==> src/ffba_pkg.sv <==
// ----------------------------------------------------------------------------
// ffba_pkg
// Shared types and codes for the first-fit block allocator.
// ----------------------------------------------------------------------------
package ffba_pkg;

    localparam int unsigned ADDR_W    = 32;
    localparam int unsigned CFG_IDX_W = 1;
    localparam int unsigned STATUS_W  = 3;

    // configuration register indexes
    localparam logic [CFG_IDX_W-1:0] CFG_HEAP_BASE  = 1'd0;
    localparam logic [CFG_IDX_W-1:0] CFG_HEAP_LIMIT = 1'd1;

    // result status codes
    localparam logic [STATUS_W-1:0] ST_REUSED    = 3'd0;
    localparam logic [STATUS_W-1:0] ST_APPENDED  = 3'd1;
    localparam logic [STATUS_W-1:0] ST_NO_SPACE  = 3'd2;
    localparam logic [STATUS_W-1:0] ST_ZERO_SIZE = 3'd3;
    localparam logic [STATUS_W-1:0] ST_FREED     = 3'd4;
    localparam logic [STATUS_W-1:0] ST_UNKNOWN   = 3'd5;

    // request modes
    localparam logic MODE_ALLOC = 1'b0;
    localparam logic MODE_FREE  = 1'b1;

    // rounding to 16 bytes
    localparam logic [ADDR_W:0] ALIGN_ADD  = 33'd15;
    localparam logic [ADDR_W:0] ALIGN_MASK = ~33'd15;

    typedef struct packed {
        logic [ADDR_W-1:0] start;
        logic [ADDR_W-1:0] size;
        logic              free;
    } ffba_entry_t;

    localparam int unsigned ENTRY_W = $bits(ffba_entry_t);

endpackage

==> src/ffba_ram.sv <==
// ----------------------------------------------------------------------------
// ffba_ram
// Generic single write port, single read port RAM with registered read data.
// ----------------------------------------------------------------------------
module ffba_ram #(
    parameter int unsigned WIDTH = 65,
    parameter int unsigned DEPTH = 64
) (
    input  logic                     clk,
    input  logic                     wr_en,
    input  logic [$clog2(DEPTH)-1:0] wr_addr,
    input  logic [WIDTH-1:0]         wr_data,
    input  logic                     rd_en,
    input  logic [$clog2(DEPTH)-1:0] rd_addr,
    output logic [WIDTH-1:0]         rd_data
);

    logic [WIDTH-1:0] mem [DEPTH];
    logic [WIDTH-1:0] rd_data_reg;

    always_ff @(posedge clk)
    begin
        if (wr_en)
        begin
            mem[wr_addr] <= wr_data;
        end
        if (rd_en)
        begin
            rd_data_reg <= mem[rd_addr];
        end
    end

    assign rd_data = rd_data_reg;

endmodule

==> src/first_fit_block_allocator.sv <==
// ----------------------------------------------------------------------------
// first_fit_block_allocator
// First-fit heap block table: allocate (reuse or append) and free requests.
// ----------------------------------------------------------------------------
// Usage:
//   Request channel: in_valid / in_stall with mode, request_size, free_address.
//   A beat is taken when in_valid is high and in_stall is low. in_stall is high
//   from the accepted beat until the result is loaded into the output register.
//   Result channel: out_valid / out_stall with address and status, one result
//   beat per request, held in an output register while out_stall is high.
//   A zero-size allocate goes straight to the push step. Other requests
//   read the block table one entry per cycle through the RAM read port;
//   the scan stops at the first matching entry or at the entry count, and
//   an allocate that misses goes on to the append step. The result then
//   waits in the push step until the output register is free.
//   A new request is taken the cycle after its predecessor's result is loaded,
//   even if that result is still stalled at the output.
//   If the output register is still occupied when a result is ready, the
//   block holds the result until the receiver takes the older beat.
//   Reset clears the entry count, so the table is empty with no sweep; the
//   table RAM holds undefined data that is never read. heap_base resets to 0
//   and heap_limit to all ones. Configuration writes are registered.
// ----------------------------------------------------------------------------
module first_fit_block_allocator #(
    parameter int unsigned MAX_BLOCKS   = 64,
    parameter int unsigned HEADER_BYTES = 16
) (
    input  logic                                  clk,
    input  logic                                  rst_n,
    input  logic                                  cfg_we,
    input  logic [ffba_pkg::CFG_IDX_W-1:0]        cfg_index,
    input  logic [ffba_pkg::ADDR_W-1:0]           cfg_data,
    input  logic                                  in_valid,
    output logic                                  in_stall,
    input  logic                                  mode,
    input  logic [ffba_pkg::ADDR_W-1:0]           request_size,
    input  logic [ffba_pkg::ADDR_W-1:0]           free_address,
    output logic                                  out_valid,
    input  logic                                  out_stall,
    output logic [ffba_pkg::ADDR_W-1:0]           address,
    output logic [ffba_pkg::STATUS_W-1:0]         status
);

    localparam int unsigned AW  = (MAX_BLOCKS > 1) ? $clog2(MAX_BLOCKS) : 1;
    localparam int unsigned CW  = $clog2(MAX_BLOCKS + 1);
    localparam int unsigned AWD = ffba_pkg::ADDR_W;
    localparam int unsigned SW  = ffba_pkg::STATUS_W;
    localparam logic [CW-1:0]    MAX_COUNT = CW'(MAX_BLOCKS);
    localparam logic [AWD:0]     HDR33     = (AWD+1)'(HEADER_BYTES);
    localparam logic [AWD+2:0]   HDR35     = (AWD+3)'(HEADER_BYTES);
    localparam logic [AWD-1:0]   HDR32     = AWD'(HEADER_BYTES);

    localparam logic [1:0] S_IDLE   = 2'd0;
    localparam logic [1:0] S_SCAN   = 2'd1;
    localparam logic [1:0] S_APPEND = 2'd2;
    localparam logic [1:0] S_PUSH   = 2'd3;

    logic [1:0]     state_reg, state_next;
    logic [AWD-1:0] heap_base_reg, heap_limit_reg;
    logic [CW-1:0]  count_reg, count_next;
    logic [AWD:0]   last_end_reg, last_end_next;
    logic [CW-1:0]  idx_reg, idx_next;
    logic           chk_valid_reg, chk_valid_next;
    logic [AW-1:0]  chk_idx_reg, chk_idx_next;
    logic           mode_reg, mode_next;
    logic [AWD:0]   size_reg, size_next;
    logic [AWD-1:0] faddr_reg, faddr_next;
    logic [AWD-1:0] res_addr_reg, res_addr_next;
    logic [SW-1:0]  res_status_reg, res_status_next;
    logic           out_valid_reg, out_valid_next;
    logic [AWD-1:0] address_reg, address_next;
    logic [SW-1:0]  status_reg, status_next;

    logic                  ram_wr_en, ram_rd_en;
    logic [AW-1:0]         ram_wr_addr;
    ffba_pkg::ffba_entry_t ram_wr_data, rd_entry;
    logic [ffba_pkg::ENTRY_W-1:0] ram_rd_data;

    logic           issue, hit, in_take, out_free;
    logic [AWD:0]   app_start;
    logic [AWD+2:0] app_end;

    ffba_ram #(
        .WIDTH (ffba_pkg::ENTRY_W),
        .DEPTH (MAX_BLOCKS)
    ) u_table (
        .clk     (clk),
        .wr_en   (ram_wr_en),
        .wr_addr (ram_wr_addr),
        .wr_data (ram_wr_data),
        .rd_en   (ram_rd_en),
        .rd_addr (idx_reg[AW-1:0]),
        .rd_data (ram_rd_data)
    );

    assign rd_entry  = ffba_pkg::ffba_entry_t'(ram_rd_data);
    assign in_stall  = (state_reg != S_IDLE);
    assign in_take   = in_valid && (state_reg == S_IDLE);
    assign out_free  = !out_valid_reg || !out_stall;
    assign out_valid = out_valid_reg;
    assign address   = address_reg;
    assign status    = status_reg;

    assign issue     = (state_reg == S_SCAN) && (idx_reg < count_reg);
    assign ram_rd_en = issue;

    // entry under test is the one read last cycle
    always_comb
    begin
        hit = 1'b0;
        if (chk_valid_reg)
        begin
            if (mode_reg == ffba_pkg::MODE_ALLOC)
            begin
                hit = rd_entry.free && ({1'b0, rd_entry.size} >= size_reg);
            end
            else
            begin
                hit = (({1'b0, rd_entry.start} + HDR33) == {1'b0, faddr_reg});
            end
        end
    end

    // empty table starts at heap_base rounded up at 33 bits
    assign app_start = (count_reg == '0)
                     ? (({1'b0, heap_base_reg} + ffba_pkg::ALIGN_ADD) & ffba_pkg::ALIGN_MASK)
                     : last_end_reg;
    assign app_end   = {2'b00, app_start} + HDR35 + {2'b00, size_reg};

    always_comb
    begin
        state_next      = state_reg;
        count_next      = count_reg;
        last_end_next   = last_end_reg;
        idx_next        = idx_reg;
        chk_valid_next  = 1'b0;
        chk_idx_next    = chk_idx_reg;
        mode_next       = mode_reg;
        size_next       = size_reg;
        faddr_next      = faddr_reg;
        res_addr_next   = res_addr_reg;
        res_status_next = res_status_reg;
        out_valid_next  = out_valid_reg && out_stall;
        address_next    = address_reg;
        status_next     = status_reg;
        ram_wr_en       = 1'b0;
        ram_wr_addr     = chk_idx_reg;
        ram_wr_data     = rd_entry;

        unique case (state_reg)
            S_IDLE:
            begin
                if (in_take)
                begin
                    mode_next  = mode;
                    faddr_next = free_address;
                    size_next  = ({1'b0, request_size} + ffba_pkg::ALIGN_ADD)
                               & ffba_pkg::ALIGN_MASK;
                    idx_next   = '0;
                    if ((mode == ffba_pkg::MODE_ALLOC) && (request_size == '0))
                    begin
                        res_addr_next   = '0;
                        res_status_next = ffba_pkg::ST_ZERO_SIZE;
                        state_next      = S_PUSH;
                    end
                    else
                    begin
                        state_next = S_SCAN;
                    end
                end
            end
            S_SCAN:
            begin
                if (hit)
                begin
                    ram_wr_en = 1'b1;
                    if (mode_reg == ffba_pkg::MODE_ALLOC)
                    begin
                        ram_wr_data.free = 1'b0;
                        res_addr_next    = rd_entry.start + HDR32;
                        res_status_next  = ffba_pkg::ST_REUSED;
                    end
                    else
                    begin
                        ram_wr_data.free = 1'b1;
                        res_addr_next    = faddr_reg;
                        res_status_next  = ffba_pkg::ST_FREED;
                    end
                    state_next = S_PUSH;
                end
                else if (!issue && !chk_valid_reg)
                begin
                    if (mode_reg == ffba_pkg::MODE_ALLOC)
                    begin
                        state_next = S_APPEND;
                    end
                    else
                    begin
                        res_addr_next   = '0;
                        res_status_next = ffba_pkg::ST_UNKNOWN;
                        state_next      = S_PUSH;
                    end
                end
                else
                begin
                    chk_valid_next = issue;
                    chk_idx_next   = idx_reg[AW-1:0];
                    if (issue)
                    begin
                        idx_next = idx_reg + CW'(1);
                    end
                end
            end
            S_APPEND:
            begin
                if ((count_reg >= MAX_COUNT)
                    || ((app_end - (AWD+3)'(1)) > {3'b000, heap_limit_reg}))
                begin
                    res_addr_next   = '0;
                    res_status_next = ffba_pkg::ST_NO_SPACE;
                end
                else
                begin
                    ram_wr_en         = 1'b1;
                    ram_wr_addr       = count_reg[AW-1:0];
                    ram_wr_data.start = app_start[AWD-1:0];
                    ram_wr_data.size  = size_reg[AWD-1:0];
                    ram_wr_data.free  = 1'b0;
                    count_next        = count_reg + CW'(1);
                    last_end_next     = app_end[AWD:0];
                    res_addr_next     = app_start[AWD-1:0] + HDR32;
                    res_status_next   = ffba_pkg::ST_APPENDED;
                end
                state_next = S_PUSH;
            end
            S_PUSH:
            begin
                if (out_free)
                begin
                    out_valid_next = 1'b1;
                    address_next   = res_addr_reg;
                    status_next    = res_status_reg;
                    state_next     = S_IDLE;
                end
            end
            default:
            begin
                state_next = S_IDLE;
            end
        endcase
    end

    always_ff @(posedge clk or negedge rst_n)
    begin
        if (!rst_n)
        begin
            state_reg      <= S_IDLE;
            heap_base_reg  <= '0;
            heap_limit_reg <= '1;
            count_reg      <= '0;
            last_end_reg   <= '0;
            idx_reg        <= '0;
            chk_valid_reg  <= 1'b0;
            out_valid_reg  <= 1'b0;
        end
        else
        begin
            state_reg     <= state_next;
            count_reg     <= count_next;
            last_end_reg  <= last_end_next;
            idx_reg       <= idx_next;
            chk_valid_reg <= chk_valid_next;
            out_valid_reg <= out_valid_next;
            if (cfg_we)
            begin
                unique case (cfg_index)
                    ffba_pkg::CFG_HEAP_BASE:  heap_base_reg  <= cfg_data;
                    ffba_pkg::CFG_HEAP_LIMIT: heap_limit_reg <= cfg_data;
                    default: ;
                endcase
            end
        end
    end

    always_ff @(posedge clk)
    begin
        chk_idx_reg    <= chk_idx_next;
        mode_reg       <= mode_next;
        size_reg       <= size_next;
        faddr_reg      <= faddr_next;
        res_addr_reg   <= res_addr_next;
        res_status_reg <= res_status_next;
        address_reg    <= address_next;
        status_reg     <= status_next;
    end

    // ------------------------------------------------------------------------
    // assertions
    // ------------------------------------------------------------------------
    a_count_bound: assert property (@(posedge clk) disable iff (!rst_n)
        count_reg <= MAX_COUNT)
        else $error("entry count beyond table depth");

    a_count_step: assert property (@(posedge clk) disable iff (!rst_n)
        (count_reg != $past(count_reg)) |-> (count_reg == $past(count_reg) + CW'(1)))
        else $error("entry count moved by more than one");

    a_fail_zero: assert property (@(posedge clk) disable iff (!rst_n)
        (out_valid && (status == ffba_pkg::ST_NO_SPACE || status == ffba_pkg::ST_ZERO_SIZE
                       || status == ffba_pkg::ST_UNKNOWN)) |-> (address == '0))
        else $error("failed request returned a nonzero address");

    a_result_from_push: assert property (@(posedge clk) disable iff (!rst_n)
        $rose(out_valid_reg) |-> ($past(state_reg) == S_PUSH))
        else $error("result beat loaded outside the push step");

endmodule
==> config.mk <==
export PLATFORM = sky130hd
export DESIGN_NAME = first_fit_block_allocator
export DESIGN_NICKNAME = d
export VERILOG_FILES = /design/src/ffba_pkg.sv /design/src/ffba_ram.sv /design/src/first_fit_block_allocator.sv
export SDC_FILE = /design/constraint.sdc
export NUM_CORES = 2
export LEC_CHECK = 0
export BUFFER_PORTS_ARGS = -buffer_cell sky130_fd_sc_hd__buf_2
export CAP_MARGIN = 20
export CORE_ASPECT_RATIO = 1.75
export CORE_MARGIN = 4
export CORE_UTILIZATION = 45
export CTS_CLUSTER_SIZE = 28
export DETAILED_ROUTE_END_ITERATION = 12
export GPL_ROUTABILITY_DRIVEN = 0
export PLACE_DENSITY_LB_ADDON = 0.25
export SYNTH_ARGS = -nofsm -noshare
export SYNTH_HDL_FRONTEND = slang
export SYNTH_MEMORY_MAX_BITS = 65536
export SYNTH_SLANG_ARGS = --single-unit
==> constraint.sdc <==
create_clock -name clk -period 23.7 [get_ports clk]
set_input_delay 1.185 -clock clk [delete_from_list [all_inputs] [get_ports clk]]
set_output_delay 1.185 -clock clk [all_outputs]
set_load 0.01 [all_outputs]
==> impl_metrics.json <==
{
  "power.density_nw_per_um2": 136,
  "die-width_um": 484,
  "grt_pass1_wl_um": 705000,
  "cts_tree": "built",
  "dp_slack_ns": 12.05,
  "pin_count": 140,
  "coreArea_um2": 394000,
  "path_clk_slew_ns": 0.07,
  "dpl.hpwl_um": 297000,
  "overflow": 0,
  "relSlewSlack_pct": 17.1,
  "synth_ff_type": "edfxtp_1",
  "power_leakage_nw": 60.8,
  "syn_area_um2": 178000,
  "ys_seq_elements": 4478,
  "synth_warnings": 0,
  "final_cell_mix": "edfxtp_1 (4363), mux4_2 (1365), clkbuf_16 (386), nor2_1 (154), buf_2 (140)",
  "fp.dieH_um": 841,
  "cp_num_buf_inv": 4,
  "insertion_delay_ns": 0.95,
  "post-route-drc-count": 0,
  "synthArstFlopShare_pct": 2.57,
  "crit_type": "flip-flop to flip-flop",
  "nNetsFinal": 8435,
  "critical_path_required_ns": 24.21,
  "largest_register_ffs": 4160,
  "numCtsBuffers": 378,
  "slowest_delay_ns": 1.00,
  "postCtsSetupRepairBufs": 0,
  "yosysUniqueCellTypes": 84,
  "endpoint_kind": "flip-flop",
  "first_global_vias": 88400,
  "placed_cell_area_um2": 186000,
  "area_growth_pct": 11.5,
  "register_area_um2": 134000,
  "cts.sinks": 4478,
  "maxCapViolCount": 0,
  "drtIter0Drc": 11100,
  "setup_tns_ns": 0,
  "period_needed_ns": 11.91,
  "synth_edf_count": 4363,
  "tightest_slew_ns": 1.24,
  "final-max-slew-violation-count": 0,
  "critical_path.top_delay_family": "compound AO/OA/AOI/OAI gates",
  "avgSynthCellArea_um2": 22.5,
  "htree_levels": 5,
  "wire_per_inst_um": 36.7,
  "fin_area_um2": 199000,
  "via_count": 87300,
  "critPathSlowestCell": "o21ai_0",
  "clock_path_buffers": 4,
  "cts_root_buffer": "clkbuf_16",
  "firstDrtPassIters": 5,
  "cp-start-kind": "flip-flop",
  "antenna_found_initial": 49,
  "layout_commonest_cell": "edfxtp_1",
  "skew_ns": 0.0720,
  "drt.antenna.violating_nets": 0,
  "portBuffers": 139,
  "drive_gt1_share_pct": 29.0,
  "path_common_cell": "ha_1",
  "ctsHoldBuffers": 0,
  "crit_path_max_fanout": 53,
  "crit_arrival_ns": 12.42,
  "totalWireLength_um": 504000,
  "setup_viol": 0,
  "rsz0062_at_grt": "false",
  "synthCells": 7936,
  "grt_max_degree": 141,
  "post-route-period-util_pct": 50.3,
  "status": "completed",
  "hp-class": "input port to async pin",
  "synth_seq_area_share_pct": 75.1,
  "rows": 305,
  "multi_input_area_um2": 43500,
  "hold_violations": 0,
  "cts_resized": 0,
  "ir_drop_mv": 0.138,
  "initial_utilization_pct": 45.2,
  "viasPerCell": 6.36,
  "synth_fp_nets": 8173,
  "grt_usage_pct": 24.5,
  "max_clock_freq_mhz": 84.0,
  "fillers": 30600,
  "dieArea_um2": 407000,
  "setup_slack_ns": 11.79
}
==> per-stage QoR <==
stage	hold slack, ns	total power, mW	cells	utilization (%)
floorplan	0.400	16.9	7936	-
global placement	0.401	20.6	13000	47.2
detailed placement	0.405	20.8	13000	47.2
CTS	0.247	27.0	13700	50.3
global route	0.304	27.9	13700	50.4
finish	0.293	27.0	13700	50.4
==> logic make-up (layout without fill, tap and decap cells) <==
kind of cell	after synthesis	in the layout	share of synthesized area, %
other cells	0	19	0
simple gates	693	693	1.97
buf+inv	514	1072	1.13
mux	1572	1572	18.6
compound gates	354	354	1.27
flops	4478	4478	75.1
fa+ha+maj	134	134	0.945
xor+xnor	191	191	0.997
==> Yosys cell counts, types with 31 or more instances <==
library cell  instances  area [um^2]
mux2_2              196         2210
o21ai_0              83          415
nand4_1              53          332
nand3_1              66          330
nor3_1               96          480
mux4_2             1365        30700
nor2_1              154          578
nand2_1             136          510
ha_1                133         1660
inv_1               116          435
buf_1                82          308
dfrtp_1              83         2080
dfstp_2              32          841
clkbuf_1            287         1080
a21oi_1              85          425
xnor2_1             114          998
edfxtp_1           4363       131000
nor4_1               31          194
xor2_1               69          604
==> layout make-up <==
class,count,share of cell area [%]
diodes,19,0.0239
flip-flops and latches,4478,67.4
repair buffers,280,1.04
clock inverters,217,1.12
well taps,5219,3.29
clock buffers,459,5.01
multi-input cells,2944,21.9
inverters,116,0.220
==> routing by layer <==
| metal | GRT usage, % | vias to the layer above | wire length [um] |
|---|---|---|---|
| met3 | 3.65 | 965 | 38800 |
| li1 | - | 34000 | - |
| met4 | 10.2 | 6 | 24600 |
| met5 | 0 | - | 48 |
| met2 | 42.0 | 4547 | 257000 |
| met1 | 31.6 | 47800 | 183000 |
==> path summary, 6_finish.rpt <==
kind	startpoint	endpoint	slack, ns	cells after the start
max	count_reg[0]$_DFFE_PN0P_	u_table.mem[14][40]$_DFFE_PP_	11.79	33
min	rst_n	heap_base_reg[26]$_DFFE_PN0P_	0.29	1
max reg2reg	count_reg[0]$_DFFE_PN0P_	u_table.mem[14][40]$_DFFE_PP_	11.79	33
min reg2reg	res_addr_reg[25]$_DFFE_PP_	address[25]$_DFFE_PP_	0.41	0
max in group asynchronous	rst_n	last_end_reg[12]$_DFFE_PN0P_	21.87	2
min in group clk	res_addr_reg[25]$_DFFE_PP_	address[25]$_DFFE_PP_	0.41	0
==> where the power goes <==
part	switching, mW	total (mW)	internal, mW
registers	0.278	11.3	11.0
clock network	2.85	6.29	3.44
logic	6.24	9.38	3.14
(Power assumes the default switching activity.)
